[config.mk]
export PLATFORM = sky130hd
export DESIGN_NAME = rptt_cordic_cell
export DESIGN_NICKNAME = d
export VERILOG_FILES = /design/src/rtl/rptt_pkg.sv /design/src/rtl/rptt_cordic_cell.sv
export SDC_FILE = /design/constraint.sdc
export NUM_CORES = 1
export LEC_CHECK = 0
export BUFFER_PORTS_ARGS = -buffer_cell sky130_fd_sc_hd__buf_2
export CAP_MARGIN = 20
export CORE_MARGIN = 5
export CORE_UTILIZATION = 31
export DETAILED_ROUTE_END_ITERATION = 10
export MAX_ROUTING_LAYER = met4
export PLACE_DENSITY_LB_ADDON = 0.1
export SLEW_MARGIN = 20
export SYNTH_ARGS = -nofsm -noshare
export SYNTH_HDL_FRONTEND = slang
export SYNTH_SLANG_ARGS = --single-unit
[constraint.sdc]
create_clock -name clock -period 4.4 [get_ports clock]
set_input_delay 1.32 -clock clock [delete_from_list [all_inputs] [get_ports clock]]
set_output_delay 1.32 -clock clock [all_outputs]
set_load 0.1 [all_outputs]
[src/rtl/rptt_pkg.sv]
// Shared constants and types for the relative position / transit time core.
package rptt_pkg;

   localparam int COORD_WIDTH_DEF   = 32;
   localparam int ANGLE_WIDTH_DEF   = 16;
   localparam int CORDIC_STAGES_DEF = 16;

   localparam int FIELD_WIDTH   = 32;
   localparam int DP_WIDTH      = 64;   // CORDIC x/y datapath
   localparam int ZW            = 34;   // angle accumulator, 2^32 per turn
   localparam int SLOW_WIDTH    = 26;
   localparam int RANGE_WIDTH   = 33;
   localparam int ANG_OUT_WIDTH = 16;
   localparam int ARR_WIDTH     = 40;
   localparam int REQ_DATA_WIDTH = 7 * FIELD_WIDTH;
   localparam int RSP_DATA_WIDTH = 112;

   localparam logic [SLOW_WIDTH-1:0]  SLOWNESS_RESET = 26'd11184811;
   localparam logic [31:0]            INV_GAIN_Q32   = 32'h9B74EDA8;
   localparam logic [RANGE_WIDTH-1:0] RANGE_MAX      = '1;
   localparam logic [ARR_WIDTH-1:0]   ARRIVAL_MAX    = '1;
   localparam logic signed [ZW-1:0]   HALF_TURN      = 34'sh0_8000_0000;
   localparam logic signed [ZW-1:0]   QUARTER_TURN   = 34'sh0_4000_0000;

   localparam logic [31:0] ATAN_TAB [32] = '{
      32'd536870912, 32'd316933406, 32'd167458907, 32'd85004756, 32'd42667331,
      32'd21354465, 32'd10679838, 32'd5340245, 32'd2670163, 32'd1335087,
      32'd667544, 32'd333772, 32'd166886, 32'd83443, 32'd41722, 32'd20861,
      32'd10430, 32'd5215, 32'd2608, 32'd1304, 32'd652, 32'd326, 32'd163,
      32'd81, 32'd41, 32'd20, 32'd10, 32'd5, 32'd3, 32'd1, 32'd1, 32'd0
   };

endpackage

[src/rtl/rptt_cordic_cell.sv]
// One CORDIC vectoring micro-rotation cell with registered outputs.
module rptt_cordic_cell import rptt_pkg::*; #(
   parameter int STAGE  = 0,
   parameter int SIDE_W = 1
) (
   input  logic                       clock,
   input  logic                       reset,
   input  logic                       en,
   input  logic                       in_valid,
   input  logic signed [DP_WIDTH-1:0] x_in,
   input  logic signed [DP_WIDTH-1:0] y_in,
   input  logic signed [ZW-1:0]       z_in,
   input  logic [SIDE_W-1:0]          side_in,
   output logic                       out_valid,
   output logic signed [DP_WIDTH-1:0] x_out,
   output logic signed [DP_WIDTH-1:0] y_out,
   output logic signed [ZW-1:0]       z_out,
   output logic [SIDE_W-1:0]          side_out
);

   localparam logic signed [ZW-1:0] ATAN_I = ZW'(ATAN_TAB[STAGE]);

   logic                       valid_ff;
   logic signed [DP_WIDTH-1:0] x_ff, x_in_c, y_ff, y_in_c;
   logic signed [ZW-1:0]       z_ff, z_in_c;
   logic [SIDE_W-1:0]          side_ff;
   logic signed [DP_WIDTH-1:0] xs, ys;

   always_comb begin
      xs = y_in >>> STAGE;
      ys = x_in >>> STAGE;
      if (y_in < 0) begin
         x_in_c = x_in - xs;
         y_in_c = y_in + ys;
         z_in_c = z_in - ATAN_I;
      end else begin
         x_in_c = x_in + xs;
         y_in_c = y_in - ys;
         z_in_c = z_in + ATAN_I;
      end
   end

   always_ff @(posedge clock) begin
      if (reset) begin
         valid_ff <= 1'b0;
      end else if (en) begin
         valid_ff <= in_valid;
      end
   end

   always_ff @(posedge clock) begin
      if (en) begin
         x_ff    <= x_in_c;
         y_ff    <= y_in_c;
         z_ff    <= z_in_c;
         side_ff <= side_in;
      end
   end

   assign out_valid = valid_ff;
   assign x_out     = x_ff;
   assign y_out     = y_ff;
   assign z_out     = z_ff;
   assign side_out  = side_ff;

endmodule

Word-level counts from Yosys, hierarchy flattened
Cells that the tools add are included.

storage, ports and cells
  bits in registers = 164
  input bits = 167
  output and inout port bits = 164
  word-level logic and storage cells = 14

operators by class
  add/sub/neg operators = 5
  order comparisons = 1
  mux-type cells = 3

operators with widths
  operator                  count
  $mux W64                  2
  $sub A64 B64 Y64          2
  $add A64 B64 Y64          1
  $lt A64 B1 Y1 const B     1
  $add A34 B31 Y34 const B  1
  $mux W34                  1
  $sub A34 B31 Y34 const B  1

Longest topological paths before layout
  depth in word-level cells = 2
  mapped depth = 15
  gate-level depth less buffers = 14

Worst setup path before layout
Ideal clock, no wire load.

  path kind = input-to-reg
  from = input x_in[3]
  to = register x_ff[62] (netlist: x_out[62]), data pin
  setup time = 262 ps
  arrival = 3833 ps
  required time = 4138 ps
  path slack = 304 ps
  cell stages on the path = 14
  path buffers = 1
  cells stage by stage = inv_1 > ha_1 > buf_4 > and3_1 > and3_4 > a2111o_1 > o31a_1 > a21oi_2 > o21a_2 > o21ai_2 > a31o_1 > a311oi_1 > a21oi_1 > xor2_1

on the way
  longest elaborated chain between the ends = 2
  elaborated cells on any way between the ends = 3
  classes of those cells = add/sub (2); mux (1)

ends and longest elaborated chain
  what                                                  line                                            text
  from (decl)                                           rptt_cordic_cell.sv:10                          input logic signed [DP_WIDTH-1:0] x_in,
  $add A64 B64 Y64 or $sub A64 B64 Y64 (tied branches)  rptt_cordic_cell.sv:37, rptt_cordic_cell.sv:33
  $mux W64 *                                            rptt_cordic_cell.sv:32                          if (y_in < 0) begin
  net x_in_c[62]                                        rptt_cordic_cell.sv:24                          logic signed [DP_WIDTH-1:0] x_ff, x_in_c, y_ff, y_in_c;
  to (signal assigned)                                  rptt_cordic_cell.sv:53                          x_ff <= x_in_c;
  to (decl)                                             rptt_cordic_cell.sv:24

Mark *: on every way through the listed nets, which the timed path passes. The rest lies on a longest branch.
A chain may end at the register's enable or synchronous reset.

Worst setup path after layout
  from = input x_in[3]
  to = register x_ff[54] (netlist: x_out[54]), data pin

Same word-level chain as after synthesis.

==> metrics.cfg <==
[detailed_routing]
drc=0
antenna_left=0
drt-initial-drc-count=1565
first_pass_iters=5
routed_wl_um=78580
vias=18670
viasPerCell=5.208
wl_per_cell_um=21.93

[timing]
drv_slew=0
fmax_mhz=230.7
finalCriticalPeriod_ps=4335
setup_viol=0
slew_headroom=0.4749
tns_ps=0
fin_ws_ps=64.55
hold_violations=0
rsz0062_at_grt=no
tightest_slew_ps=786.5
clock_skew_ps=0
min_period_over_period=0.9853
whs_ps=510.1

[clocking]
clockBufferDepth=2
cts_hold_buf=0
clkTransAtPathRegs_ps=80
cts_tree=yes
clk_latency_ps=490
htreeDepth=4
numCtsBuffers=17
cts_root_buf=clkbuf_16
cts_sinks=163

[global_route]
grt.overflow.total=0
grt_pass1_wl_um=116900
gr-usage-met3=0.03484
gr-max-usage-layer=met2
grt_pass1_vias=18880
grt_util_met1=0.3385
grt_util_met2=0.4403
grt_usage=0.2617
antenna_found_initial=4
grt_max_degree=112

[min_path]
worstHoldPathType=reg2reg

[logic_synthesis]
synthDominantCellAreaShare=0.2850
syn_inst=2065
syn_avg_cell_area_um2=8.266
synth_area_leaders=edfxtp_1 (28%), ha_1 (14%), a21oi_1 (8.7%)
synth_top_area_cell=edfxtp_1
syn_area_um2=17070
synthFlopType=edfxtp_1
synth_nets=2429
ys_warn_count=0
netlist-cell-type-count=89
synth_seq_cells=163
seq_area_frac_synth=0.2862
synth_edf_count=162
synthArstFlopShare=0

[die]
chipWidth_um=244.7
io_pins=331
start_util=0.3111
core_um2=54880
num_rows=86
dieArea_um2=59860
die_h_um=244.7

[placed_design]
place_congestion=1.001
io_buffer_count=330
post-place-ws_ps=-675.5
hpwl_um=66270

[final_layout]
drive_above_1_share=0.3379
area_growth_pct=41.19
multi_input_area_um2=11130
regArea_um2=4885
final_common_cell=buf_4
fillers=5717
final_cell_mix=buf_4 (540), buf_2 (328), a21oi_1 (293), inv_1 (200), ha_1 (190)
fin_util=0.4392
fin_nets=3228

[worst_setup_path]
cp-start-kind=input port
critPathMaxStageDelay_ps=420
cp_cell_sequence=buf_2 -> inv_1 -> ha_1 -> buf_4 -> nand3_1 -> a21oi_1 -> buf_4 -> a2111o_1 -> o31a_1 -> a21oi_4 -> o21a_2 -> o21ai_2 -> a31o_1 -> buf_4 -> a21oi_2 -> a21oi_1 -> xnor2_1
cp-end-kind=flop
critPathMaxFanout=4
slowest_stage=a2111o_1
arrival_ps=4560
cp.required_ps=4630
path_common_cell=buf_4
critical_path_class=in2reg

[pwr]
vdd_drop_max_mv=0.3177
power_density_nw_per_um2=356.7
cellLeakagePower_uw=0.01124

[run_status]
outcome=finished clean

[flow_run]
drv_cap=0

layer usage:
metal / up-vias / wire length (um)
li1: 9048 / -
met1: 8931 / 35310
met2: 618 / 37950
met3: 69 / 3829
met4: 0 / 1494
met5: - / 0
sequential cells by signal, summed over array words and instances (netlist names):
name and cells:
x_out 64, y_out 63, z_out 34, out_valid 1
side_out 1
path summary, 6_finish.rpt:
| check | from | end | slack [ps] | cells after the start |
|---|---|---|---|---|
| setup reg to reg | out_valid$_SDFFE_PP0P_ | out_valid$_SDFFE_PP0P_ | 3810 | 2 |
| hold / removal | out_valid$_SDFFE_PP0P_ | out_valid$_SDFFE_PP0P_ | 510 | 2 |
| hold reg to reg | out_valid$_SDFFE_PP0P_ | out_valid$_SDFFE_PP0P_ | 510 | 2 |
| setup / recovery | x_in[3] | x_out[54]$_DFFE_PP_ | 60 | 17 |
critical path: cells and delay by family:
family / cells / cell delay (ps)
XOR/XNOR: 1 / 170
adder cells (fa/ha/maj): 1 / 350
AND/OR/NAND/NOR: 1 / 110
AO/OA/AOI/OAI: 9 / 1980
buffers and inverters: 5 / 620
cells in the mapped netlist, types with 6 or more instances:
cell type,n
nor3_1,44
inv_1,201
nand2_1,103
nand3_1,33
o21a_1,20
o21ai_0,128
or4_1,6
nor4_1,21
a31o_2,7
a21oi_1,298
nor2_1,174
mux2i_1,30
o31a_1,11
nand2b_1,12
or3_1,6
clkbuf_1,55
o31ai_1,20
a211oi_1,15
nor2b_1,22
a21boi_0,9
nand4_1,42
a21o_1,48
buf_1,15
edfxtp_1,162
a31oi_1,10
o21ai_1,11
buf_2,16
or2_2,6
o221ai_1,6
o211ai_1,18
o21bai_1,69
xnor2_1,123
ha_1,193
kinds of logic (layout without fill, tap and decap cells):
| family | count (synthesis) | after routing | share of synthesized area |
|---|---|---|---|
| other | 0 | 3 | 0 |
| XOR/XNOR | 128 | 128 | 0.06567 |
| AO/OA/AOI/OAI | 752 | 752 | 0.2774 |
| AND/OR/NAND/NOR | 492 | 492 | 0.1363 |
| flip-flops | 163 | 163 | 0.2862 |
| multiplexers | 31 | 31 | 0.01825 |
| adder cells (fa/ha/maj) | 197 | 197 | 0.1462 |
| buffers and inverters | 302 | 1114 | 0.07007 |
metrics by stage:
step | total power (uW) | area [um2] | cells
final | 8598 | 24100 | 3584
after detailed placement | 6958 | 23330 | 3548
after global routing | 8987 | 24100 | 3584
after CTS | 8650 | 23970 | 3580
after floorplan | 5274 | 17070 | 2065
after global placement | 6977 | 23330 | 3548
cell type report:
cell class              count  area share
diodes                      3   0.0003115
repair buffers            874      0.2409
clock inverters            15    0.007891
inverters                 208     0.03239
multi-input cells        1600      0.4616
well taps                 704     0.03655
clock buffers              17     0.01765
flip-flops and latches    163      0.2027
what timing repair did:
| action | CTS | global route |
|---|---|---|
| gates resized for setup | 4 | 26 |
| buffers inserted | 0 | 1 |
| pin swaps | 0 | 4 |
| setup endpoints to repair | 6 | 25 |
power by group:
part / switching, uW / internal, uW / leakage (uW) / total, uW
registers: 69.5 / 2030 / 0.00159 / 2100
clock network: 809 / 817 / 0.000300 / 1630
logic: 3470 / 1410 / 0.00935 / 4870
total: 4340 / 4250 / 0.0112 / 8600
No activity file was read; power rests on OpenSTA's default activity.
