[src/rtl/rptt_pkg.sv]
// Shared constants and types for the relative position / transit time core.
package rptt_pkg;

   localparam int COORD_WIDTH_DEF   = 32;
   localparam int ANGLE_WIDTH_DEF   = 16;
   localparam int CORDIC_STAGES_DEF = 16;

   localparam int FIELD_WIDTH   = 32;
   localparam int DP_WIDTH      = 64;   // CORDIC x/y datapath
   localparam int ZW            = 34;   // angle accumulator, 2^32 per turn
   localparam int SLOW_WIDTH    = 26;
   localparam int RANGE_WIDTH   = 33;
   localparam int ANG_OUT_WIDTH = 16;
   localparam int ARR_WIDTH     = 40;
   localparam int REQ_DATA_WIDTH = 7 * FIELD_WIDTH;
   localparam int RSP_DATA_WIDTH = 112;

   localparam logic [SLOW_WIDTH-1:0]  SLOWNESS_RESET = 26'd11184811;
   localparam logic [31:0]            INV_GAIN_Q32   = 32'h9B74EDA8;
   localparam logic [RANGE_WIDTH-1:0] RANGE_MAX      = '1;
   localparam logic [ARR_WIDTH-1:0]   ARRIVAL_MAX    = '1;
   localparam logic signed [ZW-1:0]   HALF_TURN      = 34'sh0_8000_0000;
   localparam logic signed [ZW-1:0]   QUARTER_TURN   = 34'sh0_4000_0000;

   localparam logic [31:0] ATAN_TAB [32] = '{
      32'd536870912, 32'd316933406, 32'd167458907, 32'd85004756, 32'd42667331,
      32'd21354465, 32'd10679838, 32'd5340245, 32'd2670163, 32'd1335087,
      32'd667544, 32'd333772, 32'd166886, 32'd83443, 32'd41722, 32'd20861,
      32'd10430, 32'd5215, 32'd2608, 32'd1304, 32'd652, 32'd326, 32'd163,
      32'd81, 32'd41, 32'd20, 32'd10, 32'd5, 32'd3, 32'd1, 32'd1, 32'd0
   };

endpackage

[src/rtl/rptt_unscale.sv]
// CORDIC gain removal: floor(x * (1/K in Q32) / 2^32) over two stages.
module rptt_unscale import rptt_pkg::*; #(
   parameter int SIDE_W = 1
) (
   input  logic                       clock,
   input  logic                       reset,
   input  logic                       en,
   input  logic                       in_valid,
   input  logic signed [DP_WIDTH-1:0] x_in,
   input  logic [SIDE_W-1:0]          side_in,
   output logic                       out_valid,
   output logic [DP_WIDTH-1:0]        u_out,
   output logic [SIDE_W-1:0]          side_out
);

   logic              v1_ff, v2_ff;
   logic [63:0]       ph_ff, pl_ff, u_ff;
   logic [SIDE_W-1:0] s1_ff, s2_ff;
   logic [63:0]       a;

   // negative magnitude cannot occur in practice; clamp to zero
   assign a = (x_in < 0) ? 64'd0 : 64'(x_in);

   always_ff @(posedge clock) begin
      if (reset) begin
         v1_ff <= 1'b0;
         v2_ff <= 1'b0;
      end else if (en) begin
         v1_ff <= in_valid;
         v2_ff <= v1_ff;
      end
   end

   always_ff @(posedge clock) begin
      if (en) begin
         ph_ff <= 64'(a[63:32]) * 64'(INV_GAIN_Q32);
         pl_ff <= 64'(a[31:0]) * 64'(INV_GAIN_Q32);
         s1_ff <= side_in;
         u_ff  <= ph_ff + (pl_ff >> 32);
         s2_ff <= s1_ff;
      end
   end

   assign out_valid = v2_ff;
   assign u_out     = u_ff;
   assign side_out  = s2_ff;

endmodule

[config.mk]
export PLATFORM = sky130hd
export DESIGN_NAME = rptt_unscale
export DESIGN_NICKNAME = d
export VERILOG_FILES = /design/src/rtl/rptt_pkg.sv /design/src/rtl/rptt_unscale.sv
export SDC_FILE = /design/constraint.sdc
export NUM_CORES = 2
export LEC_CHECK = 0
export BUFFER_PORTS_ARGS = -buffer_cell sky130_fd_sc_hd__buf_2
export CAP_MARGIN = 20
export CORE_MARGIN = 2
export CORE_UTILIZATION = 45
export DETAILED_ROUTE_END_ITERATION = 7
export PLACE_DENSITY = 0.7
export SETUP_SLACK_MARGIN = 0.1
export SKIP_LAST_GASP = 1
export SYNTH_ARGS = -nofsm -noshare
export SYNTH_HDL_FRONTEND = slang
export SYNTH_SLANG_ARGS = --single-unit
[constraint.sdc]
create_clock -name clock -period 9.2 [get_ports clock]
set_input_delay 1.84 -clock clock [delete_from_list [all_inputs] [get_ports clock]]
set_output_delay 1.84 -clock clock [all_outputs]
set_load 0.1 [all_outputs]
Word level (Yosys, flattened, before mapping)
Index checks and enable logic that the tools add are counted.
- flip-flop bits (word level): 190
- bits of input ports: 69
- logic and storage cells: 12
- add/sub/neg operators: 1
- multipliers: 2
- order comparisons: 1
- mux-type cells: 1
- operators with widths (operator ; count):
    32-bit by 29-bit multiplier with 61-bit output (second input constant) ; 2
    64-bit by 32-bit adder with 64-bit output ; 1
    64-bit by 1-bit less-than comparator with 1-bit output (second input constant) ; 1
    64-bit 2-to-1 mux ; 1

Depth between registers and ports, before layout
- word-level depth: 3
- depth in mapped cells: 31
- mapped depth without buffers: 28

Worst setup path before layout
Ideal clock, no wire load.
- path type: input to register
- start: input x_in[63]
- end: register ph_ff[44], data pin
- library setup time: 0.259 ns
- arrival: 9.189 ns
- path slack: -0.248 ns
- cell stages on the path: 29
- path through: clkbuf_1 clkbuf_1 clkbuf_1 nand2b_1 inv_1 ha_1 fa_1 inv_1 fa_1 inv_1 fa_1 inv_1 fa_1 inv_1 fa_1 fa_1 inv_1 fa_1 inv_1 ha_1 a21oi_1 o21ai_0 a311oi_1 a211oi_1 nor3b_1 o21ai_1 a21o_1 a21oi_1 xnor2_1
- longest elaborated chain between the ends: 3
- RTL lines (item ; RTL line ; source):
    start: declaration ; rptt_unscale.sv:9 ; input logic signed [DP_WIDTH-1:0] x_in,
    64-bit by 1-bit less-than comparator with 1-bit output ; rptt_unscale.sv:22 ; assign a = (x_in < 0) ? 64'd0 : 64'(x_in);
    64-bit 2-to-1 mux * ; rptt_unscale.sv:22 ;
    32-bit by 29-bit multiplier with 61-bit output * ; rptt_unscale.sv:36 ; ph_ff <= 64'(a[63:32]) * 64'(INV_GAIN_Q32);
    end signal: assignment ; rptt_unscale.sv:36 ;
    end: declaration ; rptt_unscale.sv:17 ; logic [63:0] ph_ff, pl_ff, u_ff;
Every way passes the cells marked *; elsewhere a longest branch is shown, timed or not.
A chain may end at the register's enable or synchronous reset.

Worst setup path in the final report
- start: input x_in[63]
- end: register pl_ff[45], data pin
- longest elaborated chain between the ends: 3
- RTL lines (item ; RTL line ; source):
    64-bit by 1-bit less-than comparator with 1-bit output ; rptt_unscale.sv:22 ;
    64-bit 2-to-1 mux ; rptt_unscale.sv:22 ;
    32-bit by 29-bit multiplier with 61-bit output ; rptt_unscale.sv:37 ; pl_ff <= 64'(a[31:0]) * 64'(INV_GAIN_Q32);
    end signal: assignment ; rptt_unscale.sv:37 ;
    end: declaration ; rptt_unscale.sv:17 ;
No other way between the ends.

==> flow_metrics.env <==
export IMPL_insertion_delay_ns=0.45
export IMPL_postCtsHoldBufs=0
export IMPL_synthSimpleGateAreaFrac_pct=5.84
export IMPL_async_flop_share_pct=0
export IMPL_clock_sinks=161
export IMPL_die_y_um=317
export IMPL_relSlewSlack_pct=27.5
export IMPL_drt_pass1_iter_count=5
export IMPL_worstSetupEndpointType="register"
export IMPL_grt_setup_unrepaired="false"
export IMPL_dpl_cell_area_mm2=0.0499
export IMPL_die_area_mm2=0.101
export IMPL_num_vias=31300
export IMPL_hold_viol=0
export IMPL_wl_per_cell_um=19.1
export IMPL_overflow=0
export IMPL_synth_top_area_share_pct=40.2
export IMPL_synth_top_area_cell="fa_1"
export IMPL_gp_congestion=1.02
export IMPL_ant_nets=0
export IMPL_synth_xor_area_share_pct=3.15
export IMPL_synth_area_leaders="fa_1 40%, ha_1 20%, inv_1 12%, edfxtp_1 11%, xnor2_1 1.9%"
export IMPL_synthAdderAreaFrac_pct=60.6
export IMPL_synthCells=4360
export IMPL_yosys_most_used_dff="edfxtp_1"
export IMPL_final_nets=6610
export IMPL_layout_drive_gt1_share_pct=13.7
export IMPL_numPortBuffers=134
export IMPL_cts_buffers=17
export IMPL_syn_area_mm2=0.0442
export IMPL_grt_max_degree=102
export IMPL_core_area_mm2=0.0970
export IMPL_synth_compound_area_share_pct=6.85
export IMPL_row_count=114
export IMPL_period_minus_slack_ns=8.87
export IMPL_worstMarginPinSlew_ns=1.08
export IMPL_fin_skew_ns=0.0123
export IMPL_num_io_pins=135
export IMPL_drt_wl_total_um=119000
export IMPL_drtIter0Drc=2134
export IMPL_start_util_pct=45.5
export IMPL_slew_violations=0
export IMPL_arrival_ns=9.07
export IMPL_viasPerCell=5.04
export IMPL_htree_levels=4
export IMPL_outcome="finished clean"
export IMPL_startpoint_type="input pin"
export IMPL_r2r_slack_ns=5.08
export IMPL_cts_tree="done"
export IMPL_crit_fanout=18
export IMPL_synth_edff_count=159
export IMPL_grt_pass1_wl_um=190000
export IMPL_die_w_um=317
export IMPL_area_delta_synth_final_pct=14.4
export IMPL_synth_cell_types=71
export IMPL_antenna_cells=0
export IMPL_synthesis_nets=6038
export IMPL_synth_top_family_by_area="adder cells"
export IMPL_clk_path_buf_depth=2
export IMPL_grt_pass1_vias=33700
export IMPL_syn_area_per_cell_um2=10.1
export IMPL_yosys_warnings=0
export IMPL_fin_crit_sh_pct=96.5
export IMPL_cap_violations=0
export IMPL_path_clk_slew_ns=0.07
export IMPL_cp_required_ns=9.40
export IMPL_synth_most_common_cell="inv_1"
export IMPL_grt_usage_pct=24.9
export IMPL_synth_seq_cells=161
export IMPL_route_detailed_drc=0
export IMPL_grt_antenna_before_repair=3
export IMPL_cts_root_buf="clkbuf_16"
export IMPL_synth_mux_area_share_pct=0.0680
export IMPL_max_freq_ghz=0.113
export IMPL_setup_viol_count_final=0
export IMPL_synth_commonest_cells="1,424 x inv_1, 887 x fa_1, 722 x ha_1, 159 x edfxtp_1, 152 x a21oi_1"
export IMPL_worstSetupPathType="in -> reg"
export IMPL_hold_class="reg -> reg"
export IMPL_seq_area_frac_synth_pct=10.9
export IMPL_fill_cells=8776
export IMPL_design_area_mm2=0.0505
export IMPL_place_hpwl_um=109000
## path summary, 6_finish.rpt
path                            cells past startpoint        end  startpoint
worst max-delay path                               27  pl_ff[45]    x_in[63]
worst min-delay path                                0   u_out[2]   pl_ff[34]
worst max register to register                      9  u_out[63]   ph_ff[32]
worst min register to register                      0   u_out[2]   pl_ff[34]
## layer usage
metal	track usage (%)	vias to the layer above	routed length [um]
li1	-	14600	-
met1	36.1	15900	54500
met2	40.4	800	55800
met3	3.76	91	7040
met4	3.43	0	1700
met5	0	-	0
## cell families (layout without fill, tap and decap cells)
| kind of cell | count (synthesis) | count (layout) |
|---|---|---|
| fa+ha+maj | 1609 | 1609 |
| buf+inv | 1471 | 2056 |
| simple gates | 489 | 489 |
| compound gates | 468 | 468 |
| flops | 161 | 161 |
| xor+xnor | 159 | 159 |
| mux | 3 | 3 |
## cell usage in the layout (no fill, tap or decap), types with 14 or more instances in the layout
cell type and count:
a21o_1 67, a21oi_1 151, a31oi_1 17, and2_1 25, and3_1 32, buf_2 132
buf_4 458, clkbuf_16 17, edfxtp_1 159, fa_1 887, ha_1 722, inv_1 1423
nand2_1 116, nand2b_1 49, nand3_1 40, nand4_1 26, nor2_1 79, nor2b_1 47
nor3_1 19, o21ai_0 75, o21ai_1 14, o21bai_1 22, xnor2_1 98, xor2_1 60
## per-stage QoR
step | hold slack [ns] | setup slack, ns | TNS [ns] | instances | utilization [%]
2_1_floorplan | 0.400 | 0.110 | 0 | 4360 | -
3_3_place_gp | 0.404 | -0.257 | -1.40 | 6187 | 51.4
3_5_place_dp | 0.409 | -0.267 | -2.37 | 6187 | 51.4
4_1_cts | 0.427 | 0.150 | 0 | 6219 | 52.0
5_1_grt | 0.447 | 0.100 | 0 | 6221 | 52.1
6_report | 0.427 | 0.325 | 0 | 6221 | 52.1
## sequential cells by signal, summed over array words and instances (netlist names)
signal,flops
side_out,1
v1_ff,1
s1_ff,1
out_valid,1
u_out,64
ph_ff,61
pl_ff,32
## timing repair
action | in CTS | in global routing
hold endpoints to repair | 0 | 0
setup endpoints to repair | 0 | 29
buffers inserted | 0 | 2
resized for setup | 0 | 15
## final cells by class
type | instances | area, um^2 | share of cell area (%)
inverters | 1424 | 5350 | 10.6
multi-input cells | 2728 | 33900 | 67.1
clock buffers | 17 | 425 | 0.842
repair buffers | 600 | 4270 | 8.46
well taps | 1276 | 1600 | 3.16
flip-flops and latches | 161 | 4810 | 9.53
clock inverters | 15 | 156 | 0.309
## critical path, cell delays in order
cell and delay (ns):
buf_6 0.15, buf_12 0.17, nand2b_2 0.18, inv_1 0.20, ha_1 0.35, fa_1 0.53
inv_1 0.06, fa_1 0.52, fa_1 0.52, inv_1 0.06, fa_1 0.55, fa_1 0.43
fa_1 0.54, inv_1 0.07, fa_1 0.52, inv_1 0.05, ha_1 0.29, and3_1 0.21
nand4_1 0.21, a2111oi_4 0.39, buf_4 0.18, buf_4 0.10, o31ai_1 0.10, nor3_1 0.31
a41o_1 0.29, a21oi_1 0.09, xnor2_1 0.12
Power is left out: the tool's default activity adds up to more than one toggle a clock period on the data nets, which glitch-free logic cannot reach.
